===== src/rtl/core/eve_pkg.sv =====
// Package: shared types and constants for the encoder velocity estimator.
package eve_pkg;
   localparam int GROUP_COUNTS = 4;
   localparam logic [30:0] PI_Q29 = 31'd1686629713;
   localparam logic [19:0] USEC_PER_SEC = 20'd1000000;

   localparam logic [1:0] REG_INVERT = 2'd0;
   localparam logic [1:0] REG_CPR = 2'd1;
   localparam logic [1:0] REG_DIAM = 2'd2;
   localparam logic [1:0] REG_TIMEOUT = 2'd3;

   typedef struct packed {
      logic        invert;
      logic [15:0] cpr;
      logic [19:0] diam;
      logic [23:0] timeout;
   } cfg_type;

   // classified job handed from front to back
   typedef struct packed {
      logic [31:0] position;
      logic        compute;
      logic        neg;
      logic [17:0] mag;
      logic [47:0] window;
      logic        status;
   } job_type;
endpackage


===== src/rtl/core/eve_front.sv =====
// Front: accepts items, keeps position, counts and timing, classifies work.
module eve_front (
   input  logic                 clock,
   input  logic                 reset,
   input  eve_pkg::cfg_type     cfg,
   input  logic                 in_valid,
   output logic                 in_ready,
   input  logic                 in_func,
   input  logic [47:0]          in_now,
   input  logic signed [15:0]   in_delta,
   output logic                 job_valid,
   input  logic                 job_ready,
   output eve_pkg::job_type     job,
   output logic                 job_clear
);
   logic [31:0] position_ff, position_in;
   logic signed [2:0] carried_ff, carried_in;
   logic [47:0] last_ff, last_in, wstart_ff, wstart_in;
   logic valid_ff;
   eve_pkg::job_type job_ff, job_in;
   logic clear_ff, clear_in;

   logic signed [17:0] delta_s, total, rem, usable, used;
   logic [47:0] window;
   logic window_expired;

   assign in_ready = !valid_ff || job_ready;
   assign job_valid = valid_ff;
   assign job = job_ff;
   assign job_clear = clear_ff;

   always_comb begin
      delta_s = cfg.invert ? -18'(in_delta) : 18'(in_delta);
      total = 18'(carried_ff) + delta_s;
      rem = total % 18'(eve_pkg::GROUP_COUNTS);
      usable = total - rem;
      window = in_now - wstart_ff;
      window_expired = window >= 48'(cfg.timeout);
      used = (usable != 18'sd0) ? usable : total;
      position_in = position_ff;
      carried_in = carried_ff;
      last_in = last_ff;
      wstart_in = wstart_ff;
      clear_in = 1'b0;
      job_in = '0;
      if (in_func) begin
         position_in = '0;
         carried_in = '0;
         last_in = in_now;
         wstart_in = in_now;
         clear_in = 1'b1;
      end else if (in_now <= last_ff) begin
         job_in.status = 1'b1;
      end else begin
         position_in = position_ff + 32'(delta_s);
         last_in = in_now;
         if (usable == 18'sd0 && !window_expired) begin
            carried_in = 3'(total);
         end else begin
            carried_in = 3'(total - used);
            wstart_in = in_now;
            job_in.compute = 1'b1;
            job_in.neg = used[17];
            job_in.mag = used[17] ? -used : used;
            job_in.window = (window == '0) ? 48'd1 : window;
         end
      end
      job_in.position = position_in;
   end

   always_ff @(posedge clock) begin
      if (reset) begin
         valid_ff <= 1'b0;
         position_ff <= '0;
         carried_ff <= '0;
         last_ff <= '0;
         wstart_ff <= '0;
      end else begin
         if (in_valid && in_ready) begin
            valid_ff <= 1'b1;
            position_ff <= position_in;
            carried_ff <= carried_in;
            last_ff <= last_in;
            wstart_ff <= wstart_in;
         end else if (job_ready) begin
            valid_ff <= 1'b0;
         end
      end
      if (in_valid && in_ready) begin
         job_ff <= job_in;
         clear_ff <= clear_in;
      end
   end
endmodule


===== src/rtl/core/eve_divider.sv =====
// Restoring divider, one quotient bit per cycle.
module eve_divider (
   input  logic        clock,
   input  logic        reset,
   input  logic        start,
   input  logic [63:0] dividend,
   input  logic [47:0] divisor,
   output logic        done,
   output logic [63:0] quotient
);
   logic [63:0] q_ff, q_in;
   logic [48:0] r_ff, r_in;
   logic [47:0] d_ff;
   logic [6:0] cnt_ff, cnt_in;
   logic busy_ff;
   logic [48:0] trial;

   assign quotient = q_ff;
   assign done = busy_ff && cnt_ff == 7'd0;

   always_comb begin
      trial = {r_ff[47:0], q_ff[63]};
      q_in = {q_ff[62:0], 1'b0};
      r_in = trial;
      if (trial >= {1'b0, d_ff}) begin
         r_in = trial - {1'b0, d_ff};
         q_in[0] = 1'b1;
      end
      cnt_in = cnt_ff - 7'd1;
   end

   always_ff @(posedge clock) begin
      if (reset) begin
         busy_ff <= 1'b0;
         cnt_ff <= '0;
      end else if (start) begin
         busy_ff <= 1'b1;
         cnt_ff <= 7'd64;
         q_ff <= dividend;
         r_ff <= '0;
         d_ff <= divisor;
      end else if (busy_ff && cnt_ff != 7'd0) begin
         cnt_ff <= cnt_in;
         q_ff <= q_in;
         r_ff <= r_in;
      end else begin
         busy_ff <= 1'b0;
      end
   end
endmodule


===== src/rtl/core/eve_back.sv =====
// Back: computes speeds with a shared divider and drives the result register.
module eve_back (
   input  logic              clock,
   input  logic              reset,
   input  eve_pkg::cfg_type  cfg,
   input  logic              job_valid,
   output logic              job_ready,
   input  eve_pkg::job_type  job,
   input  logic              job_clear,
   output logic              out_valid,
   input  logic              out_ready,
   output logic [31:0]       out_position,
   output logic [31:0]       out_rps,
   output logic [31:0]       out_mps,
   output logic              out_fresh,
   output logic              out_status
);
   typedef enum logic [7:0] {
      S_IDLE = 8'b00000001, S_MUL = 8'b00000010, S_D1 = 8'b00000100,
      S_D2 = 8'b00001000, S_D3 = 8'b00010000, S_D4 = 8'b00100000,
      S_PI = 8'b01000000, S_OUT = 8'b10000000
   } state_type;

   state_type state_ff, state_in;
   logic [31:0] rps_ff, mps_ff;
   logic [63:0] a_ff, b_ff;
   logic [63:0] prod_ff;
   logic neg_ff;
   logic [47:0] win_ff;
   logic ov_ff;
   logic div_start;
   logic [63:0] div_num;
   logic [47:0] div_den;
   logic div_done;
   logic [63:0] div_q;
   logic ovalid_ff;
   logic ovalid_set;
   logic [31:0] opos_ff, orps_ff, omps_ff;
   logic ofresh_ff, ostat_ff;
   logic [15:0] cpr;

   assign cpr = (cfg.cpr == '0) ? 16'd1 : cfg.cpr;
   assign out_valid = ovalid_ff;
   assign out_position = opos_ff;
   assign out_rps = orps_ff;
   assign out_mps = omps_ff;
   assign out_fresh = ofresh_ff;
   assign out_status = ostat_ff;
   assign job_ready = (state_ff == S_IDLE && (!ovalid_ff || out_ready)
                       && !(job_valid && job.compute)) || state_ff == S_OUT;
   assign ovalid_set = (state_ff == S_IDLE && job_valid && job_ready) || state_ff == S_OUT;

   function automatic logic [31:0] sat(input logic [63:0] m, input logic n);
      if (n) return (m >= 64'h8000_0000) ? 32'h8000_0000 : (32'd0 - m[31:0]);
      return (m > 64'h7FFF_FFFF) ? 32'h7FFF_FFFF : m[31:0];
   endfunction

   eve_divider u_div (
      .clock(clock), .reset(reset), .start(div_start), .dividend(div_num),
      .divisor(div_den), .done(div_done), .quotient(div_q)
   );

   always_comb begin
      div_start = 1'b0;
      div_num = a_ff;
      div_den = win_ff;
      state_in = state_ff;
      unique case (state_ff)
         S_IDLE: if (job_valid && job.compute && (!ovalid_ff || out_ready))
            state_in = S_MUL;
         S_MUL: begin div_start = 1'b1; state_in = S_D1; end
         S_D1: if (div_done) begin
            div_start = 1'b1; div_num = div_q; div_den = 48'(cpr); state_in = S_D2;
         end
         S_D2: if (div_done) begin
            div_start = 1'b1; div_num = b_ff; state_in = S_D3;
         end
         S_D3: if (div_done) begin
            div_start = 1'b1; div_num = div_q; div_den = 48'(cpr); state_in = S_D4;
         end
         S_D4: if (div_done) state_in = S_PI;
         S_PI: state_in = S_OUT;
         S_OUT: state_in = S_IDLE;
         default: state_in = S_IDLE;
      endcase
   end

   always_ff @(posedge clock) begin
      if (reset) begin
         state_ff <= S_IDLE;
         ovalid_ff <= 1'b0;
         rps_ff <= '0;
         mps_ff <= '0;
      end else begin
         state_ff <= state_in;
         if (ovalid_set) ovalid_ff <= 1'b1;
         else if (out_ready) ovalid_ff <= 1'b0;
         unique case (state_ff)
            S_IDLE: begin
               if (job_valid && job_ready) begin
                  opos_ff <= job.position;
                  orps_ff <= job_clear ? '0 : rps_ff;
                  omps_ff <= job_clear ? '0 : mps_ff;
                  ofresh_ff <= 1'b0;
                  ostat_ff <= job.status;
                  if (job_clear) begin rps_ff <= '0; mps_ff <= '0; end
               end
               if (job_valid && job.compute) begin
                  neg_ff <= job.neg;
                  win_ff <= job.window;
                  a_ff <= (64'(job.mag) * 64'(eve_pkg::USEC_PER_SEC)) << 16;
                  b_ff <= (64'(job.mag) * 64'(cfg.diam)) << 18;
               end
            end
            S_D2: if (div_done) rps_ff <= sat(div_q, neg_ff);
            S_D4: if (div_done) begin
               ov_ff <= div_q >= 64'h2_0000_0000;
               prod_ff <= 64'(div_q[32:0]) * 64'(eve_pkg::PI_Q29);
            end
            S_PI: mps_ff <= sat(ov_ff ? 64'h1_0000_0000 : 64'(prod_ff[63:31]), neg_ff);
            S_OUT: begin
               opos_ff <= job.position;
               orps_ff <= rps_ff;
               omps_ff <= mps_ff;
               ofresh_ff <= 1'b1;
               ostat_ff <= 1'b0;
            end
            default: ;
         endcase
      end
   end
endmodule


===== src/rtl/core/eve_csr.sv =====
// Configuration registers behind an APB-style port.
module eve_csr (
   input  logic              clock,
   input  logic              reset,
   input  logic              psel,
   input  logic              penable,
   input  logic              pwrite,
   input  logic [3:0]        paddr,
   input  logic [31:0]       pwdata,
   output logic [31:0]       prdata,
   output logic              pready,
   output eve_pkg::cfg_type  cfg
);
   eve_pkg::cfg_type cfg_ff;
   logic [1:0] idx;
   assign idx = paddr[3:2];
   assign pready = 1'b1;
   assign cfg = cfg_ff;

   always_comb begin
      unique case (idx)
         eve_pkg::REG_INVERT: prdata = 32'(cfg_ff.invert);
         eve_pkg::REG_CPR: prdata = 32'(cfg_ff.cpr);
         eve_pkg::REG_DIAM: prdata = 32'(cfg_ff.diam);
         default: prdata = 32'(cfg_ff.timeout);
      endcase
   end

   always_ff @(posedge clock) begin
      if (reset) begin
         cfg_ff.invert <= 1'b0;
         cfg_ff.cpr <= 16'd1024;
         cfg_ff.diam <= 20'd65000;
         cfg_ff.timeout <= 24'd100000;
      end else if (psel && penable && pwrite) begin
         unique case (idx)
            eve_pkg::REG_INVERT: cfg_ff.invert <= pwdata[0];
            eve_pkg::REG_CPR: cfg_ff.cpr <= pwdata[15:0];
            eve_pkg::REG_DIAM: cfg_ff.diam <= pwdata[19:0];
            default: cfg_ff.timeout <= pwdata[23:0];
         endcase
      end
   end
endmodule


===== src/rtl/core/encoder_velocity_estimator_top.sv =====
// Encoder velocity estimator top level.
// Path: front job register, then back output register; a recompute also runs states MUL, D1-D4, PI.
// Throughput: one item per cycle if held and rsp_ready is high; recompute: four 64-step divisions.
// Reset: synchronous, clears position, counts, times, speeds and config to defaults.
module encoder_velocity_estimator_top (
   input  logic               clock,
   input  logic               reset,
   input  logic               req_valid,
   output logic               req_ready,
   input  logic               req_func,
   input  logic [47:0]        req_now_us,
   input  logic signed [15:0] req_raw_delta,
   output logic               rsp_valid,
   input  logic               rsp_ready,
   output logic signed [31:0] rsp_position_count,
   output logic signed [31:0] rsp_speed_rps,
   output logic signed [31:0] rsp_speed_mps,
   output logic               rsp_speed_fresh,
   output logic               rsp_status,
   input  logic               psel,
   input  logic               penable,
   input  logic               pwrite,
   input  logic [3:0]         paddr,
   input  logic [31:0]        pwdata,
   output logic [31:0]        prdata,
   output logic               pready
);
   eve_pkg::cfg_type cfg;
   eve_pkg::job_type job;
   logic job_valid, job_ready, job_clear;

   eve_csr u_csr (.clock, .reset, .psel, .penable, .pwrite, .paddr, .pwdata,
      .prdata, .pready, .cfg);

   eve_front u_front (.clock, .reset, .cfg,
      .in_valid(req_valid), .in_ready(req_ready), .in_func(req_func),
      .in_now(req_now_us), .in_delta(req_raw_delta), .job_valid, .job_ready,
      .job, .job_clear);

   eve_back u_back (.clock, .reset, .cfg, .job_valid, .job_ready, .job, .job_clear,
      .out_valid(rsp_valid), .out_ready(rsp_ready), .out_position(rsp_position_count),
      .out_rps(rsp_speed_rps), .out_mps(rsp_speed_mps), .out_fresh(rsp_speed_fresh),
      .out_status(rsp_status));
endmodule

===== config.mk =====
export PLATFORM = sky130hd
export DESIGN_NAME = encoder_velocity_estimator_top
export DESIGN_NICKNAME = d
export VERILOG_FILES = /design/src/rtl/core/eve_pkg.sv /design/src/rtl/core/eve_front.sv /design/src/rtl/core/eve_divider.sv /design/src/rtl/core/eve_back.sv /design/src/rtl/core/eve_csr.sv /design/src/rtl/core/encoder_velocity_estimator_top.sv
export SDC_FILE = /design/constraint.sdc
export NUM_CORES = 2
export LEC_CHECK = 0
export BUFFER_PORTS_ARGS = -buffer_cell sky130_fd_sc_hd__buf_2
export CAP_MARGIN = 20
export CELL_PAD_IN_SITES_DETAIL_PLACEMENT = 0
export CELL_PAD_IN_SITES_GLOBAL_PLACEMENT = 1
export CORE_ASPECT_RATIO = 0.8
export CORE_MARGIN = 2
export CORE_UTILIZATION = 52
export CTS_BUF_LIST = sky130_fd_sc_hd__clkbuf_8
export CTS_CLUSTER_SIZE = 8
export DETAILED_ROUTE_END_ITERATION = 6
export PLACE_DENSITY = 0.85
export SYNTH_ARGS = -nofsm -noshare
export SYNTH_HDL_FRONTEND = slang
export SYNTH_SLANG_ARGS = --single-unit

===== constraint.sdc =====
create_clock -name clock -period 17 [get_ports clock]
set_input_delay 5.1 -clock clock [delete_from_list [all_inputs] [get_ports clock]]
set_output_delay 5.1 -clock clock [all_outputs]
set_load 0.01 [all_outputs]

==> impl_results.md <==
- Result of the run: finished clean
- Clock transition at path regs: ~70 ps
- Global-route wire length before repair: 296 mm
- Vias in the first global route: 53.8k
- Cells after Synth: roughly 7.5k
- Max-cap violations: 0
- Setup slack, reg-to-reg: 7290 ps
- Delay-heaviest family, CP: simple AND/OR/NAND/NOR gates
- Compound-Gate Fraction of Synth Area: 11.3%
- H-Tree Depth: 4
- Commonest cells after routing, fill and taps aside: 1146 x inv_1, 862 x ha_1, 729 x fa_1
- Initial antenna violation count: 12
- Ys Warns: 0
- CP Data Arrival Time: 13730 ps
- Die ar.: 144000 sq um
- Mean post-synth cell area: roughly 9.8 sq um
- Area grow syn2layout: 7.89%
- Ys async rst share: 0%
- Routed WL: 185 mm
- Crit-path slowest cell: a2111oi_4
- Total vias in the final route: 53.8k
- Required time of the critical path: 17640 ps
- Worst-Skew Late Latency: 900 ps
- Post-layout util: about 56%
- Worst rel slew slack: 23.9%
- Yosys reg bits: 787
- Post-Synth Simple-Gate Area: 13.3%
- Clock sinks: 787
- Filler instances: 12.4k
- CTS tree: yes
- Initial Util: approximately 52%
- Worst setup SP type: input pin
- Slew Limit Fails: 0
- CP max FO: 31
- DR WL/cell: 19.3 microns
- Drt pass-1 iters: 7
- Adder-cell share of the synthesized area: 34.7%
- Root buf cell: clkbuf_8
- Largest family of logic cells by synthesized area: adder cells
- Final Hold Fails: 0
- Die width: around 420 microns
- ANT nets after route: 0
- Setup crit end kind: flop
- Total gr overflow: 0
- Worst hold path class: flop to flop
- Clk_skew: 55.4 ps
- Worst stage delay on the critical path: 610 ps
- Clk buf depth: 3
- 1st-iter DRT viols: 4030
- Largest net degree at the start of global routing: between 150 and 200
- PortBufs: between 200 and 250
- Top_reg_cell synth: edfxtp_1
- EDFF count, synth: 513
- Standard-cell rows: 123
- Critical path class: input pin to flop
- Tcrit/Tclk final: 77.0%
- CP bufs+invs: 4
- Placed wire-length estimate: 141 mm
- Total track usage: 26.0%
- Post-route setup TNS: 0 ps
- Worst slew pin tran: 1140 ps
- RSZ-0062 raised after global routing: false
- Multiplexer area fraction after synthesis: ~2.0%
- Die Span Y: 339 microns
- Post-Place Cells: 9373
- Post-CTS Resized: 0
- Nets@finish: just over 9k
- Sequential share of the synthesized area: 28.6%
- Most common cell after layout, fill and taps aside: inv_1
- Xor/xnor share of the synthesized area: slightly below 3%
- Synthesized area: 73100 sq um
- DRC viols: 0
- Fin cells: between 9k and 10k
- Share of cells above drive strength 1: under 10%
- Post-CTS setup buffers: 0
- Final Setup Violations: 0
- Hold_buf cts: 0
- # IOs: 241
- Core Box Area: 140000 sq um
- Clock buffer count from CTS: between 100 and 150
- Final RePlAce weighted congestion: 0.992
- Fmax achieved: 76.4 MHz
- Synth cell types: ~110
- Min Tclk post-route: 13090 ps
- Vias/cell: ~5.6
## synthesized netlist by cell type, drive strengths merged, types with 14 or more instances
cell type,instances,share of area [%]
nor2b,91,0.78
nand2b,72,0.62
fa,729,20
and2,218,1.9
mux2i,104,1.4
clkbuf,253,1.3
o21bai,32,0.33
nand3b,22,0.23
nand2,726,3.7
nand3,63,0.46
o31ai,22,0.23
o21a,45,0.46
a221oi,35,0.42
a31oi,56,0.49
a22o,37,0.44
a211o,14,0.17
or2,24,0.21
xor2,65,0.78
ha,862,15
nor2,531,2.7
o311ai,20,0.24
nor3b,16,0.16
edfxtp,513,21
a32oi,22,0.26
buf,28,0.27
nand4,52,0.45
and3,72,0.62
dfxtp,274,7.5
a211oi,44,0.48
a21o,141,1.5
o21ai,235,1.6
or3,17,0.15
a21oi,434,3.0
nor4,26,0.28
nor3,101,0.71
o211ai,27,0.31
mux2,34,0.53
xnor2,177,2.1
inv,1097,5.6
## state kept, by name (all words and copies together) (netlist names), 8 cells and up
signal                 flops
u_back.u_div.d_ff         48
u_back.out_mps            32
u_back.win_ff             48
u_back.rps_ff             32
u_front.job              101
u_back.b_ff               38
u_back.u_div.r_ff         48
u_csr.cfg                 61
u_front.position_ff       32
u_back.out_rps            32
u_back.out_position       32
u_back.mps_ff             32
u_back.a_ff               32
u_back.state_ff            8
u_back.prod_ff            33
u_back.u_div.quotient     64
u_front.last_ff           48
u_front.wstart_ff         48
## cell type report
class	count	area, sq um	area share [%]
antenna	13	32.5	0.0412
inverter	1097	4120	5.22
clock buffer	152	2090	2.65
timing repair buffer	299	1740	2.21
clock inverter	88	554	0.703
sequential	787	20900	26.5
multi-input combinational	5320	47100	59.7
tap	1875	2350	2.97
## kinds of logic after synthesis
family	Yosys count
buffers and inverters	1378
DFF	787
muxes	139
and+or+nand+nor	2061
xor gates and xnor gates	242
other	2
adders and majority gates	1591
AOI/OAI and AO/OA	1276
## through the flow
stage               hold slack, ps  setup slack [ps]  cell area [sq um]
finish                         412              3910              78900
detailed placement             405              3170              76100
global route                   422              3190              78900
global placement               403              3310              76100
floorplan                      400              2700              73200
CTS                            417              4130              78800
## worst paths after layout
check | from | to | depth (start not counted)
max | req_raw_delta[3] | u_front.job[66]$_SDFFCE_PP0P_ | 30
min | u_front.job[5]$_SDFFCE_PP0P_ | u_back.win_ff[4]$_DFFE_PP_ | 0
max reg2reg | u_back.u_div.quotient[14]$_SDFFCE_PP0P_ | u_back.prod_ff[62]$_DFFE_PP_ | 29
min reg2reg | u_front.job[5]$_SDFFCE_PP0P_ | u_back.win_ff[4]$_DFFE_PP_ | 0
## per-layer routing
metal  share of wire (%)  track usage, %
met1                  46            37.7
met3                 6.9            4.89
met5                   0               0
met4                 2.8            8.22
met2                  45            39.5
Power is not shown: default switching activity piles up to over one toggle a cycle in this logic, so the estimate is an artifact.
